### src/rtl/fipp_pkg.sv
// fipp_pkg: shared types, constants and arithmetic helpers for the framed integer pair parser
// no dependencies; used by every module of the block by scoped names
`timescale 1ns / 1ps

package fipp_pkg;

    // body length limit and derived counter width
    localparam int MAX_BODY_CHARS = 255;
    localparam int LEN_W          = $clog2(MAX_BODY_CHARS + 1);

    // payload widths
    localparam int BYTE_W   = 8;
    localparam int VALUE_W  = 32;
    localparam int COUNT_W  = 2;
    localparam int RESULT_BITS = 2 * VALUE_W + COUNT_W + 1;
    localparam int RESULT_W = ((RESULT_BITS + 7) / 8) * 8;
    localparam int PAD_W    = RESULT_W - RESULT_BITS;

    // character codes
    localparam logic [BYTE_W-1:0] CH_NUL   = 8'h00;
    localparam logic [BYTE_W-1:0] CH_TAB   = 8'h09;
    localparam logic [BYTE_W-1:0] CH_CR    = 8'h0D;
    localparam logic [BYTE_W-1:0] CH_SPACE = 8'h20;
    localparam logic [BYTE_W-1:0] CH_PLUS  = 8'h2B;
    localparam logic [BYTE_W-1:0] CH_COMMA = 8'h2C;
    localparam logic [BYTE_W-1:0] CH_MINUS = 8'h2D;
    localparam logic [BYTE_W-1:0] CH_ZERO  = 8'h30;
    localparam logic [BYTE_W-1:0] CH_NINE  = 8'h39;
    localparam logic [BYTE_W-1:0] CH_OPEN  = 8'h3C;
    localparam logic [BYTE_W-1:0] CH_CLOSE = 8'h3E;

    // magnitude cap, one past the largest positive value
    localparam logic [VALUE_W-1:0] MAG_CAP = 32'h8000_0000;
    localparam logic [VALUE_W-1:0] POS_MAX = 32'h7FFF_FFFF;

    // field counts
    localparam logic [COUNT_W-1:0] CNT_NONE = 2'd0;
    localparam logic [COUNT_W-1:0] CNT_ONE  = 2'd1;
    localparam logic [COUNT_W-1:0] CNT_TWO  = 2'd2;

    // parser phases
    typedef enum logic [9:0] {
        PH_HUNT  = 10'b00_0000_0001,
        PH_XWS   = 10'b00_0000_0010,
        PH_XSGN  = 10'b00_0000_0100,
        PH_XDIG  = 10'b00_0000_1000,
        PH_YWS   = 10'b00_0001_0000,
        PH_YSGN  = 10'b00_0010_0000,
        PH_YDIG  = 10'b00_0100_0000,
        PH_DONE0 = 10'b00_1000_0000,
        PH_DONE1 = 10'b01_0000_0000,
        PH_DONE2 = 10'b10_0000_0000
    } phase_t;

    // one parsed frame
    typedef struct packed {
        logic                  frame_too_long;
        logic [COUNT_W-1:0]    fields_parsed;
        logic signed [VALUE_W-1:0] y_value;
        logic signed [VALUE_W-1:0] x_value;
    } result_t;

    // handshake between pipeline stages
    typedef struct packed {
        logic valid;
        logic advance;
    } stage_ctl_t;

    function automatic logic is_space(input logic [BYTE_W-1:0] c);
        is_space = (c == CH_SPACE) || ((c >= CH_TAB) && (c <= CH_CR));
    endfunction

    function automatic logic is_digit(input logic [BYTE_W-1:0] c);
        is_digit = (c >= CH_ZERO) && (c <= CH_NINE);
    endfunction

    // mag * 10 + digit, saturated at the magnitude cap
    function automatic logic [VALUE_W-1:0] accumulate(input logic [VALUE_W-1:0] mag,
                                                      input logic [3:0] digit);
        logic [VALUE_W+3:0] prod;
        prod = ({4'd0, mag} << 3) + ({4'd0, mag} << 1) + {{VALUE_W{1'b0}}, digit};
        if (prod > {4'd0, MAG_CAP})
            accumulate = MAG_CAP;
        else
            accumulate = prod[VALUE_W-1:0];
    endfunction

    // magnitude and sign to two's complement, saturated
    function automatic logic [VALUE_W-1:0] finish(input logic [VALUE_W-1:0] mag,
                                                  input logic neg);
        if (neg)
            finish = {VALUE_W{1'b0}} - mag;
        else if (mag >= MAG_CAP)
            finish = POS_MAX;
        else
            finish = mag;
    endfunction

endpackage

### src/rtl/fipp_in_reg.sv
// fipp_in_reg: input register stage holding one received byte
// depends on fipp_pkg
`timescale 1ns / 1ps

module fipp_in_reg (
    input  logic                        clk,
    input  logic                        rst_n,
    input  logic                        s_valid,
    output logic                        s_ready,
    input  logic [fipp_pkg::BYTE_W-1:0] s_byte,
    input  logic                        advance,
    output logic                        byte_valid,
    output logic [fipp_pkg::BYTE_W-1:0] byte_data
);

    logic                        valid_reg;
    logic [fipp_pkg::BYTE_W-1:0] byte_reg;

    // take a new byte when empty or when the held one moves on
    assign s_ready = !valid_reg || advance;

    // valid flag
    always_ff @(posedge clk or negedge rst_n)
    begin
        if (!rst_n)
        begin
            valid_reg <= 1'b0;
        end
        else if (s_ready)
        begin
            valid_reg <= s_valid;
        end
    end

    // byte payload
    always_ff @(posedge clk)
    begin
        if (s_valid && s_ready)
        begin
            byte_reg <= s_byte;
        end
    end

    assign byte_valid = valid_reg;
    assign byte_data  = byte_reg;

endmodule

### src/rtl/fipp_core.sv
// fipp_core: frame hunting, scanf style two-integer parse, length check
// depends on fipp_pkg
`timescale 1ns / 1ps

module fipp_core (
    input  logic                        clk,
    input  logic                        rst_n,
    input  fipp_pkg::stage_ctl_t        ctl,
    input  logic [fipp_pkg::BYTE_W-1:0] rx_byte,
    output logic                        res_load,
    output fipp_pkg::result_t           res
);

    fipp_pkg::phase_t             phase_reg, phase_next;
    logic [fipp_pkg::VALUE_W-1:0] first_reg, first_next;
    logic [fipp_pkg::VALUE_W-1:0] second_reg, second_next;
    logic                         neg_reg, neg_next;
    logic [fipp_pkg::LEN_W-1:0]   len_reg, len_next;
    logic                         ovl_reg, ovl_next;

    logic                         fire;
    fipp_pkg::phase_t             term_phase;
    logic [fipp_pkg::VALUE_W-1:0] term_x;
    logic [fipp_pkg::VALUE_W-1:0] term_y;
    logic [fipp_pkg::VALUE_W-1:0] acc_in;
    logic [fipp_pkg::VALUE_W-1:0] acc_out;
    logic [fipp_pkg::COUNT_W-1:0] count;
    logic                         c_space;
    logic                         c_digit;
    logic                         c_sign;

    assign fire    = ctl.valid && ctl.advance;
    assign c_space = fipp_pkg::is_space(rx_byte);
    assign c_digit = fipp_pkg::is_digit(rx_byte);
    assign c_sign  = (rx_byte == fipp_pkg::CH_PLUS) || (rx_byte == fipp_pkg::CH_MINUS);

    // end of text: close the number in progress and settle the count
    always_comb
    begin
        term_x = first_reg;
        term_y = second_reg;
        case (phase_reg)
            fipp_pkg::PH_XDIG:
            begin
                term_x     = fipp_pkg::finish(first_reg, neg_reg);
                term_phase = fipp_pkg::PH_DONE1;
            end
            fipp_pkg::PH_YWS,
            fipp_pkg::PH_YSGN:  term_phase = fipp_pkg::PH_DONE1;
            fipp_pkg::PH_YDIG:
            begin
                term_y     = fipp_pkg::finish(second_reg, neg_reg);
                term_phase = fipp_pkg::PH_DONE2;
            end
            fipp_pkg::PH_DONE1: term_phase = fipp_pkg::PH_DONE1;
            fipp_pkg::PH_DONE2: term_phase = fipp_pkg::PH_DONE2;
            default:            term_phase = fipp_pkg::PH_DONE0;
        endcase
    end

    // shared multiply-by-ten accumulator
    always_comb
    begin
        case (phase_reg)
            fipp_pkg::PH_XDIG: acc_in = first_reg;
            fipp_pkg::PH_YDIG: acc_in = second_reg;
            default:           acc_in = '0;
        endcase
        acc_out = fipp_pkg::accumulate(acc_in, rx_byte[3:0]);
    end

    // result fields for a closing marker
    always_comb
    begin
        case (term_phase)
            fipp_pkg::PH_DONE2: count = fipp_pkg::CNT_TWO;
            fipp_pkg::PH_DONE1: count = fipp_pkg::CNT_ONE;
            default:            count = fipp_pkg::CNT_NONE;
        endcase
        res.x_value        = (count != fipp_pkg::CNT_NONE) ? term_x : '0;
        res.y_value        = (count == fipp_pkg::CNT_TWO) ? term_y : '0;
        res.fields_parsed  = count;
        res.frame_too_long = ovl_reg;
    end

    // next state for one byte
    always_comb
    begin
        phase_next  = phase_reg;
        first_next  = first_reg;
        second_next = second_reg;
        neg_next    = neg_reg;
        len_next    = len_reg;
        ovl_next    = ovl_reg;
        res_load    = 1'b0;
        if (fire)
        begin
            if (phase_reg == fipp_pkg::PH_HUNT)
            begin
                if (rx_byte == fipp_pkg::CH_OPEN)
                begin
                    phase_next = fipp_pkg::PH_XWS;
                    neg_next   = 1'b0;
                    len_next   = '0;
                    ovl_next   = 1'b0;
                end
            end
            else if (rx_byte == fipp_pkg::CH_CLOSE)
            begin
                res_load   = 1'b1;
                phase_next = fipp_pkg::PH_HUNT;
                neg_next   = 1'b0;
                len_next   = '0;
                ovl_next   = 1'b0;
            end
            else if (len_reg >= fipp_pkg::LEN_W'(fipp_pkg::MAX_BODY_CHARS))
            begin
                ovl_next = 1'b1;
            end
            else
            begin
                len_next = len_reg + 1'b1;
                if (rx_byte == fipp_pkg::CH_NUL)
                begin
                    phase_next  = term_phase;
                    first_next  = term_x;
                    second_next = term_y;
                end
                else
                begin
                    case (phase_reg)
                        fipp_pkg::PH_XWS,
                        fipp_pkg::PH_YWS:
                        begin
                            if (c_sign)
                            begin
                                neg_next   = (rx_byte == fipp_pkg::CH_MINUS);
                                phase_next = (phase_reg == fipp_pkg::PH_YWS) ?
                                             fipp_pkg::PH_YSGN : fipp_pkg::PH_XSGN;
                            end
                            else if (c_digit)
                            begin
                                if (phase_reg == fipp_pkg::PH_YWS)
                                begin
                                    second_next = acc_out;
                                    phase_next  = fipp_pkg::PH_YDIG;
                                end
                                else
                                begin
                                    first_next = acc_out;
                                    phase_next = fipp_pkg::PH_XDIG;
                                end
                            end
                            else if (!c_space)
                            begin
                                phase_next = (phase_reg == fipp_pkg::PH_YWS) ?
                                             fipp_pkg::PH_DONE1 : fipp_pkg::PH_DONE0;
                            end
                        end
                        fipp_pkg::PH_XSGN:
                        begin
                            if (c_digit)
                            begin
                                first_next = acc_out;
                                phase_next = fipp_pkg::PH_XDIG;
                            end
                            else
                            begin
                                phase_next = fipp_pkg::PH_DONE0;
                            end
                        end
                        fipp_pkg::PH_YSGN:
                        begin
                            if (c_digit)
                            begin
                                second_next = acc_out;
                                phase_next  = fipp_pkg::PH_YDIG;
                            end
                            else
                            begin
                                phase_next = fipp_pkg::PH_DONE1;
                            end
                        end
                        fipp_pkg::PH_XDIG:
                        begin
                            if (c_digit)
                            begin
                                first_next = acc_out;
                            end
                            else if (rx_byte == fipp_pkg::CH_COMMA)
                            begin
                                first_next = term_x;
                                neg_next   = 1'b0;
                                phase_next = fipp_pkg::PH_YWS;
                            end
                            else
                            begin
                                phase_next = term_phase;
                                first_next = term_x;
                            end
                        end
                        fipp_pkg::PH_YDIG:
                        begin
                            if (c_digit)
                            begin
                                second_next = acc_out;
                            end
                            else
                            begin
                                phase_next  = term_phase;
                                second_next = term_y;
                            end
                        end
                        default:
                        begin
                            phase_next = phase_reg;
                        end
                    endcase
                end
            end
        end
    end

    // control state
    always_ff @(posedge clk or negedge rst_n)
    begin
        if (!rst_n)
        begin
            phase_reg <= fipp_pkg::PH_HUNT;
            neg_reg   <= 1'b0;
            len_reg   <= '0;
            ovl_reg   <= 1'b0;
        end
        else
        begin
            phase_reg <= phase_next;
            neg_reg   <= neg_next;
            len_reg   <= len_next;
            ovl_reg   <= ovl_next;
        end
    end

    // accumulators, written before they are read in every frame
    always_ff @(posedge clk)
    begin
        first_reg  <= first_next;
        second_reg <= second_next;
    end

`ifndef SYNTHESIS
    a_len_bound: assert property (@(posedge clk) disable iff (!rst_n)
        len_reg <= fipp_pkg::LEN_W'(fipp_pkg::MAX_BODY_CHARS))
        else $error("body length counter past limit");

    a_ovl_full: assert property (@(posedge clk) disable iff (!rst_n)
        ovl_reg |-> (len_reg == fipp_pkg::LEN_W'(fipp_pkg::MAX_BODY_CHARS)))
        else $error("overlength flag without full body");

    a_close_hunt: assert property (@(posedge clk) disable iff (!rst_n)
        res_load |=> (phase_reg == fipp_pkg::PH_HUNT) && !ovl_reg && (len_reg == '0))
        else $error("frame state not cleared after close");

    a_res_fields: assert property (@(posedge clk) disable iff (!rst_n)
        res_load |-> (res.fields_parsed == fipp_pkg::CNT_TWO) ||
                     ((res.y_value == '0) &&
                      ((res.fields_parsed == fipp_pkg::CNT_ONE) || (res.x_value == '0))))
        else $error("unparsed field not zero");
`endif

endmodule

### src/rtl/fipp_out_reg.sv
// fipp_out_reg: result register holding one parsed frame until taken
// depends on fipp_pkg
`timescale 1ns / 1ps

module fipp_out_reg (
    input  logic              clk,
    input  logic              rst_n,
    input  logic              load,
    input  fipp_pkg::result_t res_in,
    output logic              advance,
    output logic              m_valid,
    input  logic              m_ready,
    output fipp_pkg::result_t m_res
);

    logic              valid_reg;
    fipp_pkg::result_t res_reg;

    // stage before may move when the register is empty or being emptied
    assign advance = !valid_reg || m_ready;

    // valid flag
    always_ff @(posedge clk or negedge rst_n)
    begin
        if (!rst_n)
        begin
            valid_reg <= 1'b0;
        end
        else if (load)
        begin
            valid_reg <= 1'b1;
        end
        else if (m_ready)
        begin
            valid_reg <= 1'b0;
        end
    end

    // result payload
    always_ff @(posedge clk)
    begin
        if (load)
        begin
            res_reg <= res_in;
        end
    end

    assign m_valid = valid_reg;
    assign m_res   = res_reg;

endmodule

### src/rtl/framed_integer_pair_parser.sv
// framed_integer_pair_parser: top level, input register, parser core, result register
// depends on fipp_pkg, fipp_in_reg, fipp_core, fipp_out_reg
`timescale 1ns / 1ps

// A closing '>' is held in the input register, and its result is loaded into the result
// register that drives m_axis; a stall on m_axis_tready can hold the '>' in the input register.
// Throughput: one byte per cycle; the parse step sits between the input and result registers.
// s_axis_tready drops only while a finished result waits on m_axis_tready and a byte is held.
// Reset (rst_n low, asynchronous) empties both registers and returns the parser to hunting
// for '<'; no clearing pass is needed.

module framed_integer_pair_parser (
    input  logic                          clk,
    input  logic                          rst_n,
    input  logic                          s_axis_tvalid,
    output logic                          s_axis_tready,
    input  logic [fipp_pkg::BYTE_W-1:0]   s_axis_tdata,   // [7:0] rx_byte
    output logic                          m_axis_tvalid,
    input  logic                          m_axis_tready,
    // [31:0] x_value, [63:32] y_value, [65:64] fields_parsed, [66] frame_too_long, rest zero
    output logic [fipp_pkg::RESULT_W-1:0] m_axis_tdata
);

    fipp_pkg::stage_ctl_t        ctl;
    logic                        byte_valid;
    logic [fipp_pkg::BYTE_W-1:0] byte_data;
    logic                        advance;
    logic                        res_load;
    fipp_pkg::result_t           res;
    fipp_pkg::result_t           m_res;

    // input register
    fipp_in_reg u_in_reg (
        .clk        (clk),
        .rst_n      (rst_n),
        .s_valid    (s_axis_tvalid),
        .s_ready    (s_axis_tready),
        .s_byte     (s_axis_tdata),
        .advance    (advance),
        .byte_valid (byte_valid),
        .byte_data  (byte_data)
    );

    assign ctl.valid   = byte_valid;
    assign ctl.advance = advance;

    // parser
    fipp_core u_core (
        .clk      (clk),
        .rst_n    (rst_n),
        .ctl      (ctl),
        .rx_byte  (byte_data),
        .res_load (res_load),
        .res      (res)
    );

    // result register
    fipp_out_reg u_out_reg (
        .clk     (clk),
        .rst_n   (rst_n),
        .load    (res_load),
        .res_in  (res),
        .advance (advance),
        .m_valid (m_axis_tvalid),
        .m_ready (m_axis_tready),
        .m_res   (m_res)
    );

    // pack result transaction
    assign m_axis_tdata = {{fipp_pkg::PAD_W{1'b0}}, m_res};

`ifndef SYNTHESIS
    a_count_range: assert property (@(posedge clk) disable iff (!rst_n)
        m_axis_tvalid |-> (m_axis_tdata[65:64] != 2'd3))
        else $error("fields_parsed out of range");

    a_stall_back: assert property (@(posedge clk) disable iff (!rst_n)
        (m_axis_tvalid && !m_axis_tready && byte_valid) |-> !s_axis_tready)
        else $error("input taken while both stages are blocked");

    a_load_free: assert property (@(posedge clk) disable iff (!rst_n)
        res_load |-> (!m_axis_tvalid || m_axis_tready))
        else $error("result written over a waiting transaction");
`endif

endmodule
### config.mk
export PLATFORM = sky130hd
export DESIGN_NAME = framed_integer_pair_parser
export DESIGN_NICKNAME = d
export VERILOG_FILES = /design/src/rtl/fipp_pkg.sv /design/src/rtl/fipp_in_reg.sv /design/src/rtl/fipp_core.sv /design/src/rtl/fipp_out_reg.sv /design/src/rtl/framed_integer_pair_parser.sv
export SDC_FILE = /design/constraint.sdc
export NUM_CORES = 1
export LEC_CHECK = 0
export BUFFER_PORTS_ARGS = -buffer_cell sky130_fd_sc_hd__buf_2
export CAP_MARGIN = 30
export CORE_ASPECT_RATIO = 0.6
export CORE_UTILIZATION = 33
export CTS_CLUSTER_DIAMETER = 50
export DETAILED_ROUTE_END_ITERATION = 16
export MAX_ROUTING_LAYER = met4
export PLACE_DENSITY = 0.49
export SLEW_MARGIN = 15
export SYNTH_ARGS = -nofsm -noshare
export SYNTH_HDL_FRONTEND = slang
export SYNTH_SLANG_ARGS = --single-unit
export TNS_END_PERCENT = 30
### constraint.sdc
create_clock -name clk -period 7.6 [get_ports clk]
set_input_delay 0.76 -clock clk [delete_from_list [all_inputs] [get_ports clk]]
set_output_delay 0.76 -clock clk [all_outputs]
set_load 0.01 [all_outputs]
==> flow_metrics.py, run 1 <==
metrics = {
    "final_layout": {
        "largest_reg_flops": 67,
        "layout_common_cells": "nand2_1 (176), edfxtp_1 (139), nor2_1 (129)",
        "final_nets": 1490,
        "antenna_cells": 0,
        "post-route-util_pct": 38.2,
        "layout_commonest_cell": "nand2_1",
        "drive_gt1_share_pct": 13.6,
        "instances_no_fill": 1886,
        "fillers": 3583,
        "area_delta_synth_final_pct": 12.1,
    },
    "critical_path": {
        "crit_fanout": 28,
        "cp.arrival_ns": 7.08,
        "cp_data_required_time_ns": 7.92,
        "critPathCaptureType": "register",
        "worst_setup_path_start_kind": "register",
        "critPathKind": "register to register",
    },
    "sta": {
        "slew_headroom_pct": 32.6,
        "worst_slew_pin_slew_ns": 1.01,
        "rsz0062_at_grt": "false",
        "period_needed_ns": 6.76,
        "hold_viol_final": 0,
        "tns_ns": 0,
        "setup-violations-final": 0,
        "finClkSkew_ns": 0.0139,
        "period_share_pct": 88.9,
        "clock.fmax_ghz": 0.148,
        "finalWorstSetupSlack_ns": 0.840,
        "maxSlewViolCount": 0,
    },
    "power": {
        "switching_power_mw": 0.785,
        "ir_drop_v": 0.000172,
        "p_int_mw": 1.57,
        "swShare_pct": 33.4,
        "comb_power_share_pct": 18.7,
        "p_leak_nw": 5.45,
        "power_density_nw_per_um2": 173,
        "clkPwrFrac_pct": 37.8,
        "pwr-share-seq_pct": 43.6,
    },
    "floorplanning": {
        "die_w_um": 249,
        "start_util_pct": 34.0,
        "fp.dieArea_sq_um": 37500,
        "core_area_sq_um": 35600,
        "row_count": 53,
        "die_h_um": 150,
        "io_pins": 86,
    },
    "flow_run": {
        "max_cap_violations": 0,
    },
    "synth": {
        "syn_area_sq_um": 12100,
        "seq_area_frac_synth_pct": 39.0,
        "synth_area_per_cell_sq_um": 8.91,
        "synth_seq_cells": 161,
        "synth-edff-count": 139,
        "ys.flop_type": "edfxtp_1",
        "syn_inst": 1361,
        "synthArstFlopShare_pct": 13.7,
        "synthDistinctLibCells": 93,
        "ys_warn_count": 0,
    },
    "clock_tree": {
        "cts_root_buf": "clkbuf_16",
        "clk_path_buf_depth": 2,
        "numCtsBuffers": 17,
        "h-tree-depth": 4,
        "path_clk_slew_ns": 0.08,
        "postCtsSetupRepairBufs": 0,
        "clkLatencyLatePin_ns": 0.45,
        "cts_tree": "yes",
        "cts_num_sinks": 161,
        "holdBufCountCts": 0,
        "cts_resized": 0,
    },
    "placed_design": {
        "dp_slack_ns": 1.05,
        "gp_congestion": 0.950,
        "io_buffers": 80,
        "dp.cells": 1854,
        "hpwlAfterDp_mm": 33.4,
    },
    "routing": {
        "drcViolationCount": 0,
        "wl_mm": 42.9,
        "dr.pass1.iters": 6,
        "drt.antenna.violating_nets": 0,
        "vias_per_cell": 5.87,
        "wl_per_cell_um": 22.7,
        "vias": 11100,
        "initialDrtViolationCount": 1514,
    },
    "global_routing": {
        "grt_max_degree": 56,
        "grt_pass1_vias": 9676,
        "grt-ovfl-total": 0,
        "grt_antenna_before_repair": 0,
        "grt_pass1_wl_mm": 63.7,
        "grt_use_total_pct": 23.7,
    },
    "hold_path": {
        "worstHoldPathType": "input pin to asynchronous set/reset pin",
    },
    "outcome": {
        "status": "finished clean",
    },
}
==> final cells by class <==
type | instances | area, sq um | share of cell area (%)
inverters | 34 | 128 | 0.939
flip-flops and latches | 161 | 4730 | 34.8
repair buffers | 102 | 618 | 4.55
clock inverters | 15 | 169 | 1.24
multi-input cells | 1090 | 6940 | 51.1
clock buffers | 17 | 425 | 3.13
well taps | 467 | 584 | 4.30
==> power by group through the flow <==
stage | Clock [mW] | Sequential (mW) | Combinational, mW
after floorplan | 0 | 1.03 | 0.309
after global placement | 0 | 1.04 | 0.421
after detailed placement | 0 | 1.04 | 0.427
after CTS | 0.894 | 1.02 | 0.428
after global routing | 0.929 | 1.03 | 0.475
final | 0.887 | 1.02 | 0.438
==> Yosys cell counts (13+ instances only) <==
cell,n,area [sq um]
nand2_1,176,661
edfxtp_1,139,4170
nor2_1,129,484
a21oi_1,95,475
o21ai_0,74,370
ha_1,70,876
nor3_1,59,295
clkbuf_1,43,161
nand3_1,35,175
inv_1,32,120
and2_1,28,175
nor2b_1,27,169
o31ai_1,24,180
nand2b_1,22,138
o22ai_1,22,138
dfrtp_1,21,526
nand4_1,21,131
o31ai_2,20,250
a31oi_1,19,119
mux2i_1,18,180
or3_1,18,113
a22o_1,16,140
and3_1,16,100
xnor2_1,14,123
buf_2,13,65.1
xor2_1,13,114
==> through the flow <==
step                hold slack, ns  power [mW]  area [sq um]
floorplan                    0.426        1.34         12100
global placement             0.441        1.46         12900
detailed placement           0.447        1.47         13000
CTS                          0.301        2.35         13600
global route                 0.332        2.43         13600
finish                       0.287        2.35         13600
==> metal layers <==
metal	GRT usage, %	share of wire (%)
met3	6.98	12
met2	26.0	34
met5	-	0
met1	39.2	53
met4	3.92	0.67
==> critical path, cell delays in order, from the launching register on <==
cell and delay, ns:
dfrtp_1 0.42, nor4_1 0.50, and2_1 0.37, and4b_1 0.67, buf_4 0.42, nand2_1 0.11, nand2_1 0.15, ha_1 0.26
ha_1 0.39, a21oi_1 0.30, o211ai_1 0.17, a21boi_0 0.46, nand3_1 0.37, a31oi_1 0.32, xor2_1 0.17, o2111ai_1 0.28
nand2b_1 0.45, o22ai_1 0.52, o311a_1 0.27
==> path summary, 6_finish.rpt <==
check                      slack (ns)  cells past startpoint               endpoint                start
min in group clk                 0.47                      1      u_core.len_reg[7]    u_core.len_reg[7]
setup reg to reg                 0.84                     18  u_core.second_reg[25]  u_core.phase_reg[8]
hold / removal                   0.29                      1    u_in_reg.byte_valid                rst_n
max in group asynchronous        6.93                      1         u_core.neg_reg                rst_n
setup / recovery                 0.84                     18  u_core.second_reg[25]  u_core.phase_reg[8]
hold reg to reg                  0.47                      1      u_core.len_reg[7]    u_core.len_reg[7]
==> cell families (layout without fill, tap and decap cells) <==
group / after synthesis / after routing / synth area share, %
muxes: 29 / 29 / 2.51
xor gates and xnor gates: 27 / 27 / 1.95
other: 1 / 5 / 0.0309
AOI/OAI and AO/OA: 367 / 367 / 20.4
DFF: 161 / 161 / 39.0
and+or+nand+nor: 590 / 590 / 24.3
adders and majority gates: 72 / 72 / 7.56
buffers and inverters: 114 / 168 / 4.20
No activity file was read; power rests on OpenSTA's default activity.
==> run 2: changes to the inputs <==
ABC_AREA = 1   (was default)
==> flow_metrics.py, run 2 <==
metrics = {
    "synth": {
        "synthArstFlopShare_pct": 13.7,
        "synth_seq_cells": 161,
        "synth_most_common_cell": "nand2_1",
        "synthDistinctLibCells": 59,
        "synth.top_cells.by_area": "edfxtp_1 (32%), nand2_1 (15%), inv_1 (8.1%)",
        "synth_area_per_cell_sq_um": 7.06,
        "synth_top_area_share_pct": 32.2,
        "synth_top_area_cell": "edfxtp_1",
        "synth-edff-count": 139,
        "syn_area_sq_um": 12900,
        "syn_inst": 1833,
        "ys.flop_type": "edfxtp_1",
        "ys_top_cells_by_count": "nand2_1 (517), inv_1 (278), nor2_1 (200)",
        "seq_area_frac_synth_pct": 36.5,
        "ys_warn_count": 0,
    },
    "power": {
        "p_leak_nw": 6.80,
        "ir_drop_v": 0.000152,
        "power_density_nw_per_um2": 140,
    },
    "flow_run": {
        "max_cap_violations": 0,
    },
    "routing": {
        "dr.pass1.iters": 5,
        "vias_per_cell": 5.14,
        "drt.antenna.violating_nets": 0,
        "vias": 12500,
        "initialDrtViolationCount": 1316,
        "drcViolationCount": 0,
        "wl_mm": 44.9,
        "wl_per_cell_um": 18.5,
    },
    "final_layout": {
        "layout_commonest_cell": "nand2_1",
        "final_nets": 1988,
        "largest_reg_flops": 67,
        "seq_area_sq_um": 4730,
        "antenna_cells": 0,
        "area_delta_synth_final_pct": 12.3,
        "drive_gt1_share_pct": 10.8,
        "multi_input_area_sq_um": 6940,
        "fillers": 4092,
        "instances_no_fill": 2430,
        "layout_common_cells": "nand2_1 (517), inv_1 (278), nor2_1 (199)",
    },
    "floorplanning": {
        "core_area_sq_um": 38200,
        "io_pins": 86,
        "die_w_um": 258,
        "die_h_um": 155,
        "fp.dieArea_sq_um": 40100,
        "row_count": 55,
        "start_util_pct": 33.9,
    },
    "critical_path": {
        "rr_worst_depth": 27,
        "cp.arrival_ns": 5.81,
        "worst-r2r-setup-slack_ns": 2.00,
        "cp-startpoint": "u_core.phase_reg[0]",
        "worstReg2RegEnd": "u_core.first_reg[30]",
        "cp_data_required_time_ns": 7.82,
        "worst_setup_path_start_kind": "register",
        "critPathKind": "register to register",
        "critPathCaptureType": "register",
        "r2r_start": "u_core.phase_reg[0]",
        "crit_fanout": 37,
    },
    "sta": {
        "hold_viol_final": 0,
        "clock.fmax_ghz": 0.179,
        "period_needed_ns": 5.60,
        "setup-violations-final": 0,
        "worst_slew_pin_slew_ns": 0.850,
        "period_share_pct": 73.6,
        "rsz0062_at_grt": "false",
        "maxSlewViolCount": 0,
        "tns_ns": 0,
        "slew_headroom_pct": 42.8,
        "finClkSkew_ns": 0.0151,
    },
    "placed_design": {
        "io_buffers": 80,
        "dp.cells": 2397,
        "gp_congestion": 0.976,
        "hpwlAfterDp_mm": 35.7,
    },
    "clock_tree": {
        "path_clk_slew_ns": 0.08,
        "cts_tree": "yes",
        "numCtsBuffers": 17,
        "cts_num_sinks": 161,
        "cts_resized": 0,
        "clkLatencyLatePin_ns": 0.46,
        "cts_root_buf": "clkbuf_16",
        "h-tree-depth": 4,
        "postCtsSetupRepairBufs": 0,
        "clk_path_buf_depth": 2,
        "holdBufCountCts": 0,
    },
    "outcome": {
        "status": "finished clean",
    },
    "hold_path": {
        "worstHoldPathType": "input pin to asynchronous set/reset pin",
    },
    "global_routing": {
        "grt-ovfl-total": 0,
        "grt_use_total_pct": 23.4,
        "grt_antenna_before_repair": 0,
        "grt_pass1_wl_mm": 69.1,
        "grt_max_degree": 61,
        "grt_pass1_vias": 11800,
    },
}
[run 2: changes by cell type after synthesis, moves of 21 or more]
cell,delta
nand2_1,+341
inv_1,+246
nand3_1,+95
nor2_1,+71
a21oi_1,-41
nor2b_1,-27
nand2b_1,-22
and2_1,-21
o31ai_1,-21
[run 2: cell families (layout without fill, tap and decap cells)]
logic type / after synthesis / count (layout) / share of synthesized area (%)
other: 1 / 5 / 0.0290
multiplexers: 8 / 8 / 0.618
flip-flops: 161 / 161 / 36.5
buffers and inverters: 342 / 422 / 10.3
AO/OA/AOI/OAI: 222 / 222 / 9.93
XOR/XNOR: 8 / 8 / 0.541
adder cells (fa/ha/maj): 72 / 72 / 7.07
AND/OR/NAND/NOR: 1019 / 1019 / 35.0
[run 2: metal layers]
metal | up-vias | wire length [um] | global-route usage (%)
met3 | 50 | 3620 | 5.47
li1 | 6164 | - | -
met4 | 0 | 837 | 5.78
met5 | - | 0 | -
met1 | 5802 | 22500 | 33.9
met2 | 468 | 17900 | 32.2
[run 2: area by class of cell]
cell class / instances / share of cell area (%)
clock buffer: 18 / 2.95
clock inverter: 14 / 1.07
inverter: 297 / 7.66
multi-input combinational: 1334 / 47.7
sequential: 161 / 32.5
tap: 513 / 4.41
timing repair buffer: 93 / 3.70
[run 2: metrics by stage]
step / utilization [%] / power, mW / hold slack, ns / area, sq um / setup WS, ns
after global routing: 38.1 / 2.10 / 0.315 / 14500 / 1.54
after detailed placement: 36.5 / 1.14 / 0.458 / 13900 / 2.03
after global placement: 36.4 / 1.14 / 0.435 / 13900 / 2.10
final: 38.1 / 2.03 / 0.280 / 14500 / 2.00
after CTS: 38.0 / 2.04 / 0.297 / 14500 / 2.04
after floorplan: - / 1.11 / 0.420 / 13000 / 1.52
[run 2: worst max-delay path by stage]
stage	to	slack [ns]
after CTS	u_core.first_reg[30]	2.04
after floorplan	u_out_reg.m_res[0]	1.52
final	u_core.first_reg[30]	2.00
after global placement	u_core.first_reg[30]	2.10
after detailed placement	u_core.first_reg[30]	2.03
after global routing	u_core.first_reg[30]	1.54
[run 2: worst max-delay path, cell delays in order, from the launching register on]
cell and delay (ns):
dfstp_2 0.57, nor2_2 0.07, inv_2 0.08, nor2_4 0.05, inv_1 0.11, nor3_4 0.06
inv_2 0.59, o22ai_1 0.30, fa_1 0.60, inv_1 0.07, fa_1 0.46, inv_1 0.12
nand2_1 0.06, nand2_1 0.08, and2_1 0.19, nand3b_1 0.22, nand3_1 0.15, nand2_1 0.06
nand2_1 0.09, nor2_1 0.05, nand2_1 0.07, nor2_1 0.05, nand2_1 0.07, nand2_2 0.20
nand2_4 0.40, clkinv_1 0.35, nand3_1 0.18, nand2_1 0.06
[run 2: power breakdown]
part           internal, mW  switching [mW]  total [mW]
Sequential            0.980          0.0235        1.00
Combinational        0.0414          0.0814       0.123
Clock                 0.490           0.414       0.904
